[config.mk]
export PLATFORM = sky130hd
export DESIGN_NAME = dimp_div
export DESIGN_NICKNAME = d
export VERILOG_FILES = /design/src/rtl/assert_macros.svh /design/src/rtl/dimp_pkg.sv /design/src/rtl/dimp_div.sv
export SDC_FILE = /design/constraint.sdc
export NUM_CORES = 1
export LEC_CHECK = 0
export BUFFER_PORTS_ARGS = -buffer_cell sky130_fd_sc_hd__buf_2
export CORE_MARGIN = 4
export CORE_UTILIZATION = 56
export CTS_BUF_LIST = sky130_fd_sc_hd__clkbuf_16
export DETAILED_ROUTE_END_ITERATION = 8
export GPL_TIMING_DRIVEN = 0
export PLACE_DENSITY_LB_ADDON = 0.15
export SYNTH_ARGS = -nofsm -noshare
export SYNTH_HDL_FRONTEND = slang
export SYNTH_SLANG_ARGS = --single-unit
export TNS_END_PERCENT = 1
[constraint.sdc]
create_clock -name clock -period 3.6 [get_ports clock]
set_input_delay 0.36 -clock clock [delete_from_list [all_inputs] [get_ports clock]]
set_output_delay 0.36 -clock clock [all_outputs]
set_load 0.01 [all_outputs]
[src/rtl/assert_macros.svh]
// ----------------------------------------------------------------------------
// Assertion macros
// Clocked concurrent assertion wrappers; empty when SYNTH is defined.
// ----------------------------------------------------------------------------
`ifndef ASSERT_MACROS_SVH
`define ASSERT_MACROS_SVH
`ifndef SYNTH
// checked outside reset
`define ASSERT_CLK(lbl, clk, rst, prop, msg) \
   lbl: assert property (@(posedge clk) disable iff (rst) prop) else $error(msg);
// checked on every edge, reset included
`define ASSERT_ALWAYS(lbl, clk, prop, msg) \
   lbl: assert property (@(posedge clk) prop) else $error(msg);
`else
`define ASSERT_CLK(lbl, clk, rst, prop, msg)
`define ASSERT_ALWAYS(lbl, clk, prop, msg)
`endif
`endif

[src/rtl/dimp_pkg.sv]
// ----------------------------------------------------------------------------
// dimp_pkg
// Shared widths, constants and types of the damped item-mean predictor.
// ----------------------------------------------------------------------------
`default_nettype none

package dimp_pkg;

   // table depth default
   localparam int MAX_ITEMS_DEF = 4096;

   // field widths
   localparam int USER_W      = 20;
   localparam int ITEM_W      = 12;
   localparam int RATING_W    = 11;
   localparam int SCORE_W     = 11;
   localparam int SUM_W       = 32;
   localparam int CNT_W       = 20;
   localparam int NUM_USERS_W = 21;
   localparam int NUM_ITEMS_W = 13;

   // stream widths
   localparam int REQ_DATA_W = 48;
   localparam int RSP_DATA_W = 16;

   // configuration port
   localparam int CSR_ADDR_W = 2;
   localparam int CSR_DATA_W = 21;
   localparam logic [CSR_ADDR_W-1:0] CSR_NUM_USERS   = 2'd0;
   localparam logic [CSR_ADDR_W-1:0] CSR_NUM_ITEMS   = 2'd1;
   localparam logic [CSR_ADDR_W-1:0] CSR_MEAN_RATING = 2'd2;

   // request kinds
   localparam logic FUNC_ADD     = 1'b0;
   localparam logic FUNC_PREDICT = 1'b1;

   // scoring constants
   localparam int PRIOR_COUNT = 5;
   localparam int SCORE_MIN   = 128;
   localparam int SCORE_MAX   = 1280;

   // divider widths
   localparam int DIVIDEND_W = SUM_W;
   localparam int DIVISOR_W  = CNT_W + 1;

   typedef enum logic [2:0] {
      ST_CLEAR,
      ST_IDLE,
      ST_READ,
      ST_EVAL,
      ST_DIV,
      ST_WRITE
   } dimp_state_type;

   typedef struct packed {
      logic                  start;
      logic [DIVIDEND_W-1:0] dividend;
      logic [DIVISOR_W-1:0]  divisor;
   } dimp_div_req_type;

   typedef struct packed {
      logic                  done;
      logic [DIVIDEND_W-1:0] quotient;
   } dimp_div_rsp_type;

endpackage

`default_nettype wire

[src/rtl/dimp_div.sv]
// ----------------------------------------------------------------------------
// dimp_div
// Restoring bit-serial unsigned divider, one quotient bit per cycle.
// ----------------------------------------------------------------------------
`default_nettype none

module dimp_div (
   input  wire logic                       clock,
   input  wire logic                       reset,
   input  wire dimp_pkg::dimp_div_req_type div_req,
   output dimp_pkg::dimp_div_rsp_type      div_rsp
);

   localparam int DVD_W  = dimp_pkg::DIVIDEND_W;
   localparam int DVS_W  = dimp_pkg::DIVISOR_W;
   localparam int STEP_W = $clog2(DVD_W + 1);

   logic [DVS_W-1:0]  rem_ff, rem_in;
   logic [DVD_W-1:0]  quo_ff, quo_in;
   logic [DVS_W-1:0]  dsr_ff, dsr_in;
   logic [STEP_W-1:0] step_ff, step_in;
   logic              done_ff, done_in;

   logic [DVS_W:0]    shifted;
   logic [DVS_W+1:0]  diff;
   logic              fits;

   // one trial subtraction per cycle
   always_comb begin
      shifted = {rem_ff, quo_ff[DVD_W-1]};
      diff    = {1'b0, shifted} - {2'b00, dsr_ff};
      fits    = ~diff[DVS_W+1];
      rem_in  = rem_ff;
      quo_in  = quo_ff;
      dsr_in  = dsr_ff;
      step_in = step_ff;
      done_in = 1'b0;
      if (div_req.start) begin
         rem_in  = '0;
         quo_in  = div_req.dividend;
         dsr_in  = div_req.divisor;
         step_in = STEP_W'(DVD_W);
      end else if (step_ff != '0) begin
         rem_in  = fits ? diff[DVS_W-1:0] : shifted[DVS_W-1:0];
         quo_in  = {quo_ff[DVD_W-2:0], fits};
         step_in = step_ff - 1'b1;
         done_in = (step_ff == STEP_W'(1));
      end
   end

   // control
   always_ff @(posedge clock) begin
      if (reset) begin
         step_ff <= '0;
         done_ff <= 1'b0;
      end else begin
         step_ff <= step_in;
         done_ff <= done_in;
      end
   end

   // datapath
   always_ff @(posedge clock) begin
      rem_ff <= rem_in;
      quo_ff <= quo_in;
      dsr_ff <= dsr_in;
   end

   assign div_rsp.done     = done_ff;
   assign div_rsp.quotient = quo_ff;

endmodule

`default_nettype wire

---- Word level (Yosys, flattened, before mapping) ----
Index checks and enable logic that the tools add are counted.
word-level totals
  register bits ........................... 81
  input port bits ......................... 56
  output and inout bits ................... 33
  word-level logic and storage cells ...... 20
cells by class
  add/sub/neg operators ................... 2
  equality and inequality tests ........... 1
  multiplexer cells ....................... 5
  bitwise operators ....................... 2
  reduce and logical (&&, ||, !) cells .... 4
operator list
  kind                                                  number
  two-way mux 32 bit                                    2
  subtractor 22 x 21 -> 23 bit                          1
  two-way mux 21 bit                                    1
  two-way mux 6 bit                                     2
  equality test 6 x 1 -> 1 bit (second input constant)  1
  nonzero test 6 bit                                    1
  subtractor 6 x 1 -> 6 bit (second input constant)     1
  OR reduction 3 bit                                    1
  NOT 1 bit                                             2
  nonzero test 2 bit                                    1
  OR reduction 2 bit                                    1

---- Logic depth before layout (Yosys ltp) ----
Gate-level depths: netlist of the first run.
  depth after elaboration ................. 4
  mapped depth ............................ 13
  depth with buffers taken out ............ 11

---- Worst setup path after synthesis of the first run ----
No wires, ideal clock.
  kind .................................... flip-flop to flip-flop
  from .................................... reg quo_ff[31]
  to ...................................... reg quo_ff[0] (data pin)
  library setup time ...................... 0.260 ns
  arrival time ............................ 2.472 ns
  data required time ...................... 3.340 ns
  path slack .............................. 0.868 ns
  stages on the path, launching flop included .. 13
  path buffers ............................ 2
  period minus slack after synthesis ...... 2.732 ns
  cells stage by stage .................... edfxtp_1 -> inv_1 -> ha_1 -> inv_1 -> fa_1 -> a211oi_2 -> o21bai_4 -> nand4b_4 -> a21oi_4 -> or2_1 -> buf_6 -> buf_6 -> mux2_2
between the ends
  longest elaborated chain between the ends .. 4
RTL lines
  element                       RTL line        RTL
  start: declaration            dimp_div.sv:19  logic [DVD_W-1:0] quo_ff, quo_in;
  start signal: assignment      dimp_div.sv:65  quo_ff <= quo_in;
  subtractor 22 x 21 -> 23 bit  dimp_div.sv:31  diff = {1'b0, shifted} - {2'b00, dsr_ff};
  NOT 1 bit                     dimp_div.sv:32  fits = ~diff[DVS_W+1];
  two-way mux 32 bit            dimp_div.sv:43  end else if (step_ff != '0) begin
  two-way mux 32 bit            dimp_div.sv:38  if (div_req.start) begin
  net quo_in[0]                 dimp_div.sv:19
The timed path passes the listed nets, and every way through them passes these cells. The select of a mux whose other input is x is not followed.
A chain may end at the register's enable or synchronous reset.

---- Final worst setup path of the first run ----
Ends and elaborated chain as after synthesis.

==> results.md, run 1 <==
- Final WL: about 11 mm
- Slew @ Worst Pin: approximately 0.75 ns
- DRT antenna net count: 0
- Core area: between 7000 and 8000 um^2
- HP Start: div_req[1]
- Worst VDD drop: about 360 uV
- Fmax achieved: 341 MHz
- Class of the worst hold path: input pin to flop
- Origin of the critical flop-to-flop path: quo_ff[31]$_DFFE_PP_
- Placed Cells: a little over 600
- Vias per cell: 5.81
- Clock Skew: approximately 0.010 ns
- TritonCTS buffer count: 9
- # rows: 32
- DR vias: 3,710
- Synth async-reset ratio: 0
- GRT Overall Usage: 0.223
- Global route total overflow: 0
- Initial DRC Count: 185
- Reg clk slew, reported paths: 0.07 ns
- EDFF count, synth: 53
- RSZ-0062 raised after global routing: false
- Io pins: a little under 90
- Rel. slew slack: 0.495
- Max Transition Viols Final: 0
- Final Instance Count excl. Fillers: roughly 640
- Synth Area per Inst: approximately 10 um^2
- Critical path data required time: around 3.7 ns
- Hold Fails Final Rpt: 0
- Post-layout util: 0.697
- Die extent in x: around 98 um
- Crit start category: flop
- Vias in the first global route: ~3,700
- Root buffer cell: clkbuf_16
- # DRC: 0
- Pin count of the biggest net entering global routing: 33
- Initial antenna violation count: 0
- CP endpoint: quo_ff[0]$_DFFE_PP_
- Overall Power: 4600 uW
- Period utilization: 0.815
- Status: complete, no violations
- Commonest non-fill, non-tap cells in the layout: buf_2, edfxtp_1, nand2_1
- Clk buf depth: 2
- Post-CTS sizing: 0
- Crit path max fanout: 10
- Post-CTS Setup Bufs: 0
- DPL Wire Length: between 7 and 8 mm
- Primary FF master, synth: edfxtp_1
- Die height: approximately 98 um
- Final Critical Period: 2.94 ns
- GP Congestion: ~0.92
- Synth area leader: edfxtp_1
- Flop2flop setup slack: between 0.6 and 0.7 ns
- Sequential share of the synthesized area: 0.474
- Max-cap violations: 0
- Max H-tree Level: 3
- Syn Inst Count: 433
- WL/cell: ~17 um
- Syn Std Cell Area: roughly 4500 um^2
- Clock Sinks: 81
- Syn Nets: between 500 and 600
- DR pass1 iterations: 5
- DIE AREA: 9620 um^2
- Area contributors post-synth: edfxtp_1, dfxtp_1, mux2_2
- Total negative slack: 0 ns
- CP Class: flop to flop
- Critical Path AT: about 3.0 ns
- Final #Nets: between 600 and 700
- Syn. warnings: 0
- CTS tree: done
- First-pass GRT wire length: 17.4 mm
- N_diodes: 0
- Setup crit start: quo_ff[31]$_DFFE_PP_
- Cells on worst reg2reg path: 12
- Placed Area: between 5000 and 6000 um^2
- Port-buffer cells: 88
- Synth Register Bits: 81
- CP endpoint kind: flop
- Total power per unit cell area: between 800 and 900 nW/um^2
- Synth cell types: 62
- Initial cell density of the core: 0.582
- Synth top area share: 0.350
- Reg-to-reg critical path endpoint: quo_ff[0]$_DFFE_PP_
- Synth-to-layout area growth: 19.8%
- Finished Cell Area: around 5400 um^2
- Commonest non-fill, non-tap cell in the layout: buf_2
- P_leak: ~0.0023 uW
- Share of layout cells above drive strength 1: 0.300
- CTS Hold Bufs: 0
- Final setup viols: 0
- Worst-Skew Late Latency: between 0.3 and 0.4 ns
==> state kept, by name, summed over array words and instances, names as in the netlist <==
| name | count |
|---|---|
| quo_ff | 32 |
| dsr_ff | 21 |
| rem_ff | 21 |
| step_ff | 6 |
| done_ff | 1 |
==> how the worst min path moves through the flow <==
| stage | end | cells after the start | slack (ns) |
|---|---|---|---|
| 2_1_floorplan | step_ff[5]$_SDFFE_PP0P_ | 1 | 0.43 |
| 3_3_place_gp | rem_ff[12]$_SDFFE_PP0N_ | 2 | 0.48 |
| 3_5_place_dp | rem_ff[8]$_SDFFE_PP0N_ | 2 | 0.49 |
| 4_1_cts | dsr_ff[1]$_DFFE_PP_ | 1 | 0.19 |
| 5_1_grt | dsr_ff[2]$_DFFE_PP_ | 1 | 0.18 |
| 6_report | dsr_ff[1]$_DFFE_PP_ | 1 | 0.18 |
==> cells in the mapped netlist (5+ instances only) <==
| library cell | instances |
|---|---|
| inv_1 | 29 |
| a311oi_1 | 13 |
| nand3_1 | 9 |
| a31oi_1 | 6 |
| nand2_1 | 45 |
| clkbuf_1 | 10 |
| ha_1 | 24 |
| mux2_2 | 32 |
| xnor2_1 | 10 |
| nor2_1 | 42 |
| a21oi_1 | 17 |
| xor2_1 | 5 |
| dfxtp_1 | 28 |
| buf_2 | 7 |
| edfxtp_1 | 53 |
| o21ai_0 | 11 |
| nand2b_1 | 5 |
==> cell families after synthesis <==
family	after synthesis	share of synthesized area
AND/OR/NAND/NOR	134	0.140
AO/OA/AOI/OAI	95	0.160
flip-flops	81	0.474
buffers and inverters	51	0.0482
multiplexers	32	0.0793
adder cells (fa/ha/maj)	25	0.0705
XOR/XNOR	15	0.0289
==> metal layers <==
metal  GRT usage  wire length, um
met1       0.282             4590
met2       0.375             5240
met3      0.0514              664
met4      0.0767              297
met5           0                0
==> stage by stage <==
stage / hold slack (ns) / setup slack, ns
after detailed placement: 0.493 / 0.710
final: 0.185 / 0.664
after CTS: 0.186 / 0.663
after global placement: 0.484 / 0.714
after floorplan: 0.432 / 0.868
after global routing: 0.181 / 0.515
==> worst max-delay path, cell delays in order (launching register included) <==
cell and delay (ns):
edfxtp_1 0.43, inv_1 0.09, ha_1 0.18, inv_1 0.06, fa_1 0.43, a211oi_2 0.36
o21bai_4 0.13, nand4b_4 0.14, a21oi_4 0.08, or2_1 0.22, buf_6 0.15, buf_6 0.14
mux2_2 0.27
==> area by class of cell <==
class                      instances  area [um^2]
sequential                        81         2150
tap                              102          128
fill                             605         2360
timing repair buffer              88          440
buffer                            22          110
clock inverter                     7          105
clock buffer                       9          225
multi-input combinational        301         2180
inverter                          29          109
==> power breakdown <==
group	switching, uW	internal (uW)
combinational	1260	844
sequential	167	1290
clock	414	620
No activity file was read; power rests on OpenSTA's default activity.
==> run 2: changes to the inputs <==
--- a/config.mk
+++ b/config.mk
@@ -7,7 +7,7 @@
 export LEC_CHECK = 0
 export BUFFER_PORTS_ARGS = -buffer_cell sky130_fd_sc_hd__buf_2
 export CORE_MARGIN = 4
-export CORE_UTILIZATION = 56
+export CORE_UTILIZATION = 50
 export CTS_BUF_LIST = sky130_fd_sc_hd__clkbuf_16
 export DETAILED_ROUTE_END_ITERATION = 8
 export GPL_TIMING_DRIVEN = 0
==> constraint.sdc (replaced) <==
create_clock -name clock -period 2.48 [get_ports clock]
set_input_delay 0.248 -clock clock [delete_from_list [all_inputs] [get_ports clock]]
set_output_delay 0.248 -clock clock [all_outputs]
set_load 0.01 [all_outputs]
==> results.md, run 2 (same netlist as run 1, synthesis figures left out) <==
- Overall Power: between 6000 and 7000 uW
- GP Congestion: 0.877
- Root buffer cell: clkbuf_16
- Share of layout cells above drive strength 1: 0.332
- Setup crit start: quo_ff[31]$_DFFE_PP_
- TritonCTS buffer count: 9
- CP Class: flop to flop
- Final #Nets: 624
- Hold Fails Final Rpt: 0
- Total power per unit cell area: ~1200 nW/um^2
- Placed Area: a little over 5000 um^2
- Total negative slack: -1.15 ns
- Dpl ws: -0.306 ns
- PnR worst setup slack: -0.146 ns
- Final Critical Period: 2.63 ns
- Origin of the critical flop-to-flop path: quo_ff[31]$_DFFE_PP_
- Period utilization: 1.06
- Final WL: between 10 and 15 mm
- Rel. slew slack: 0.524
- HP Start: div_req[4]
- Top Registers: quo_ff (32), dsr_ff (21), rem_ff (21)
- Worst-Skew Late Latency: 0.33 ns
- Vias in the first global route: roughly 3,600
- Critical Path AT: 2.70 ns
- Clock Sinks: 81
- Critical path data required time: around 2.6 ns
- Worst VDD drop: between 600 and 700 uV
- Clock Skew: approximately 0.0074 ns
- DR pass1 iterations: 4
- Fmax achieved: between 300 and 400 MHz
- Number of flip-flops in the largest register: 32
- N_diodes: 0
- DRT antenna net count: 0
- GRT Overall Usage: 0.208
- Core area: about 9000 um^2
- First-pass GRT wire length: 17.4 mm
- Final setup viols: 18
- # rows: 34
- Initial DRC Count: 214
- Biggest register: quo_ff
- Io pins: between 80 and 90
- WL/cell: 16.4 um
- CP endpoint kind: flop
- Max H-tree Level: 3
- DPL Wire Length: approximately 7.6 mm
- DIE AREA: between 10,000 and 15,000 um^2
- Commonest non-fill, non-tap cells in the layout: buf_2, edfxtp_1, nand2_1, nor2_1, mux2_2
- Die extent in x: 103 um
- DR vias: around 3,700
- Finished Cell Area: between 5000 and 6000 um^2
- Global route total overflow: 0
- Crit path max fanout: 5
- Reg clk slew, reported paths: 0.06 ns
- Clk buf depth: 2
- RSZ-0062 raised after global routing: true
- Initial antenna violation count: 0
- Max Transition Viols Final: 0
- P_leak: roughly 0.0024 uW
- Failing checks: setup timing
- Status: complete, but fails checks
- CTS tree: done
- # DRC: 0
- Die height: 103 um
- Port-buffer cells: just under 90
- Vias per cell: 5.66
- Commonest non-fill, non-tap cell in the layout: buf_2
- Synth-to-layout area growth: 22.9%
- Pin count of the biggest net entering global routing: 33
- Slew @ Worst Pin: a little over 0.7 ns
- Max-cap violations: 0
- Crit start category: flop
- Initial cell density of the core: 0.519
- Class of the worst hold path: input pin to flop
## run 2: cell types whose count changed in the layout (fill, tap and decap cells not counted), sizes merged
| cell | previous run | this run |
|---|---|---|
| bufinv | 2 | 1 |
| clkinvlp | 1 | 2 |
| inv | 33 | 31 |
| buf | 100 | 111 |
| clkinv | 0 | 2 |
## run 2: worst paths after layout
path	cells after the start	endpoint	slack [ns]
worst min register to register	2	rem_ff[11]$_SDFFE_PP0N_	0.50
worst max-delay path	11	quo_ff[0]$_DFFE_PP_	-0.15
worst min-delay path	1	dsr_ff[4]$_DFFE_PP_	0.09
worst max register to register	11	quo_ff[0]$_DFFE_PP_	-0.15
## run 2: area by class of cell
type,instances,area (um^2)
inverter,29,109
clock buffer,9,225
timing repair buffer,100,542
buffer,21,119
sequential,81,2150
tap,108,135
fill,743,3180
clock inverter,7,71.3
multi-input combinational,301,2230
## run 2: timing repair
item	in CTS	in global routing
buffers inserted	8	3
endpoints found under the hold margin	0	0
resized for setup	6	14
hold buffers	0	0
pin swaps	6	9
setup endpoints to repair	54	26
## run 2: worst max-delay path, cell delays in order (launching register included)
cell and delay [ns]:
edfxtp_1 0.41, inv_1 0.08, ha_2 0.19, inv_2 0.04
fa_2 0.39, a211oi_4 0.30, o21bai_4 0.09, nand4b_4 0.13
a21oi_4 0.09, or2_4 0.25, buf_8 0.13, mux2_4 0.25
## run 2: routing by layer
layer | vias to the layer above | part of all wire | GRT usage | routed length [um]
li1 | 1814 | - | - | -
met1 | 1759 | 0.43 | 0.282 | 4590
met2 | 125 | 0.48 | 0.332 | 5130
met3 | 12 | 0.086 | 0.0523 | 925
met4 | 0 | 0.012 | 0.0618 | 134
met5 | - | 0 | 0 | 0
## run 2: per-stage QoR
step,hold WS (ns),std cells,utilization
3_5_place_dp,0.426,629,0.585
5_1_grt,0.0780,656,0.637
3_3_place_gp,0.425,629,0.585
2_1_floorplan,0.320,433,-
6_report,0.0899,656,0.637
4_1_cts,0.0806,653,0.628
## run 2: power breakdown
part           total [uW]  leakage [uW]  internal (uW)  switching [uW]
Sequential           2120      0.000767           1880             240
Combinational        3370       0.00148           1450            1920
Clock                1330      0.000143            780             551
==> run 3: changes to the inputs <==
--- a/config.mk
+++ b/config.mk
@@ -6,8 +6,10 @@
 export NUM_CORES = 1
 export LEC_CHECK = 0
 export BUFFER_PORTS_ARGS = -buffer_cell sky130_fd_sc_hd__buf_2
+export CELL_PAD_IN_SITES_DETAIL_PLACEMENT = 0
+export CELL_PAD_IN_SITES_GLOBAL_PLACEMENT = 1
 export CORE_MARGIN = 4
-export CORE_UTILIZATION = 50
+export CORE_UTILIZATION = 46
 export CTS_BUF_LIST = sky130_fd_sc_hd__clkbuf_16
 export DETAILED_ROUTE_END_ITERATION = 8
 export GPL_TIMING_DRIVEN = 0
==> constraint.sdc (replaced) <==
create_clock -name clock -period 3.2 [get_ports clock]
set_input_delay 0.32 -clock clock [delete_from_list [all_inputs] [get_ports clock]]
set_output_delay 0.32 -clock clock [all_outputs]
set_load 0.01 [all_outputs]
==> results.md, run 3 (same netlist as run 1, synthesis figures left out) <==
- Hold Fails Final Rpt: 0
- GRT Overall Usage: 0.189
- Slew @ Worst Pin: between 0.7 and 0.8 ns
- Psw: between 2000 and 2500 uW
- Number of flip-flops in the largest register: 32
- Dpl ws: 0.291 ns
- DIE AREA: 11,500 um^2
- Period utilization: 0.920
- Port-buffer cells: a little under 90
- Root buffer cell: clkbuf_16
- Max Transition Viols Final: 0
- Fmax achieved: ~340 MHz
- Logic pwr share: 0.477
- Crit path max fanout: 10
- Status: complete, no violations
- Class of the worst hold path: input pin to flop
- Pint: 2920 uW
- Critical Path AT: 3.03 ns
- Rel. slew slack: 0.495
- Final setup viols: 0
- CTS tree: done
- Pin count of the biggest net entering global routing: 33
- DRT antenna net count: 0
- Total negative slack: 0 ns
- Top Registers: quo_ff (32), dsr_ff (21), rem_ff (21)
- Critical path data required time: around 3.3 ns
- # rows: 36
- Core area: 9680 um^2
- Biggest register: quo_ff
- Initial antenna violation count: 0
- CP endpoint kind: flop
- P_leak: about 0.0023 uW
- DR vias: about 3,600
- Register share of total power: 0.333
- DPL Wire Length: around 7.6 mm
- Vias per cell: between 5 and 6
- Global route total overflow: 0
- Post-layout util: 0.559
- WL/cell: about 16 um
- Io pins: 89
- Post-CTS sizing: 0
- Commonest non-fill, non-tap cells in the layout: buf_2, edfxtp_1, nand2_1
- Initial DRC Count: between 150 and 200
- N_diodes: 0
- PnR worst setup slack: ~0.26 ns
- Reg clk slew, reported paths: ~0.06 ns
- Commonest non-fill, non-tap cell in the layout: buf_2
- Sw frac: 0.407
- Final WL: 10.4 mm
- Share of layout cells above drive strength 1: 0.292
- Initial cell density of the core: 0.469
- RSZ-0062 raised after global routing: false
- Final #Nets: a little over 600
- DR pass1 iterations: 4
- Die height: around 110 um
- Die extent in x: around 110 um
- CTS Hold Bufs: 0
- Max H-tree Level: 3
- First-pass GRT wire length: 17.1 mm
- Clk buf depth: 2
- GP Congestion: ~0.85
- Final Critical Period: roughly 2.9 ns
- Clock Skew: ~0.0061 ns
- Total power per unit cell area: between 900 and 1000 nW/um^2
- Max-cap violations: 0
- # DRC: 0
- Vias in the first global route: between 3,000 and 4,000
- Worst-Skew Late Latency: 0.34 ns
- Worst VDD drop: approximately 390 uV
- Synth-to-layout area growth: 19.2%
- Clk pwr share: 0.190
- TritonCTS buffer count: 9
- Clock Sinks: 81
- CP Class: flop to flop
- Crit start category: flop
- Post-CTS Setup Bufs: 0
## run 3: routing by layer
metal	vias up	wire length, um	global-route usage
met1	1671	4780	0.253
met5	-	0	0
met2	107	4760	0.291
li1	1797	-	-
met3	14	713	0.0444
met4	0	193	0.0830
## run 3: final timing paths
check	startpoint	end	slack, ns	cells past startpoint
max	quo_ff[31]$_DFFE_PP_	quo_ff[0]$_DFFE_PP_	0.26	12
min	div_req[13]	dsr_ff[13]$_DFFE_PP_	0.16	1
max reg2reg	quo_ff[31]$_DFFE_PP_	quo_ff[0]$_DFFE_PP_	0.26	12
min reg2reg	rem_ff[5]$_SDFFE_PP0N_	rem_ff[6]$_SDFFE_PP0N_	0.50	2
## run 3: through the flow
stage	hold WS (ns)	cell area (um^2)	instances	power, uW
after CTS	0.146	5410	670	4950
after detailed placement	0.493	5150	654	3990
after floorplan	0.392	4540	433	3350
after global placement	0.485	5150	654	3960
final	0.156	5420	670	4920
after global routing	0.148	5420	670	5300
## run 3: power groups by stage
stage / registers (uW) / logic (uW) / clock network (uW)
after floorplan: 1690 / 1660 / 0
final: 1640 / 2350 / 937
after CTS: 1650 / 2350 / 963
after detailed placement: 1660 / 2330 / 0
after global routing: 1680 / 2620 / 998
after global placement: 1650 / 2310 / 0
## run 3: critical path, stage by stage (launching register included)
cell and delay, ns:
edfxtp_1 0.42, inv_1 0.08, ha_1 0.16, inv_1 0.06, fa_1 0.43, a211oi_2 0.37
o21bai_4 0.13, nand4b_4 0.15, a21oi_4 0.09, or2_1 0.22, buf_6 0.15, buf_6 0.15
mux2_2 0.28
## run 3: area by class of cell
type / instances / area [um^2]
fill: 876 / 4270
multi-input combinational: 301 / 2180
sequential: 81 / 2150
timing repair buffer: 88 / 440
clock buffer: 9 / 225
tap: 133 / 166
buffer: 22 / 110
inverter: 29 / 109
clock inverter: 7 / 36.3
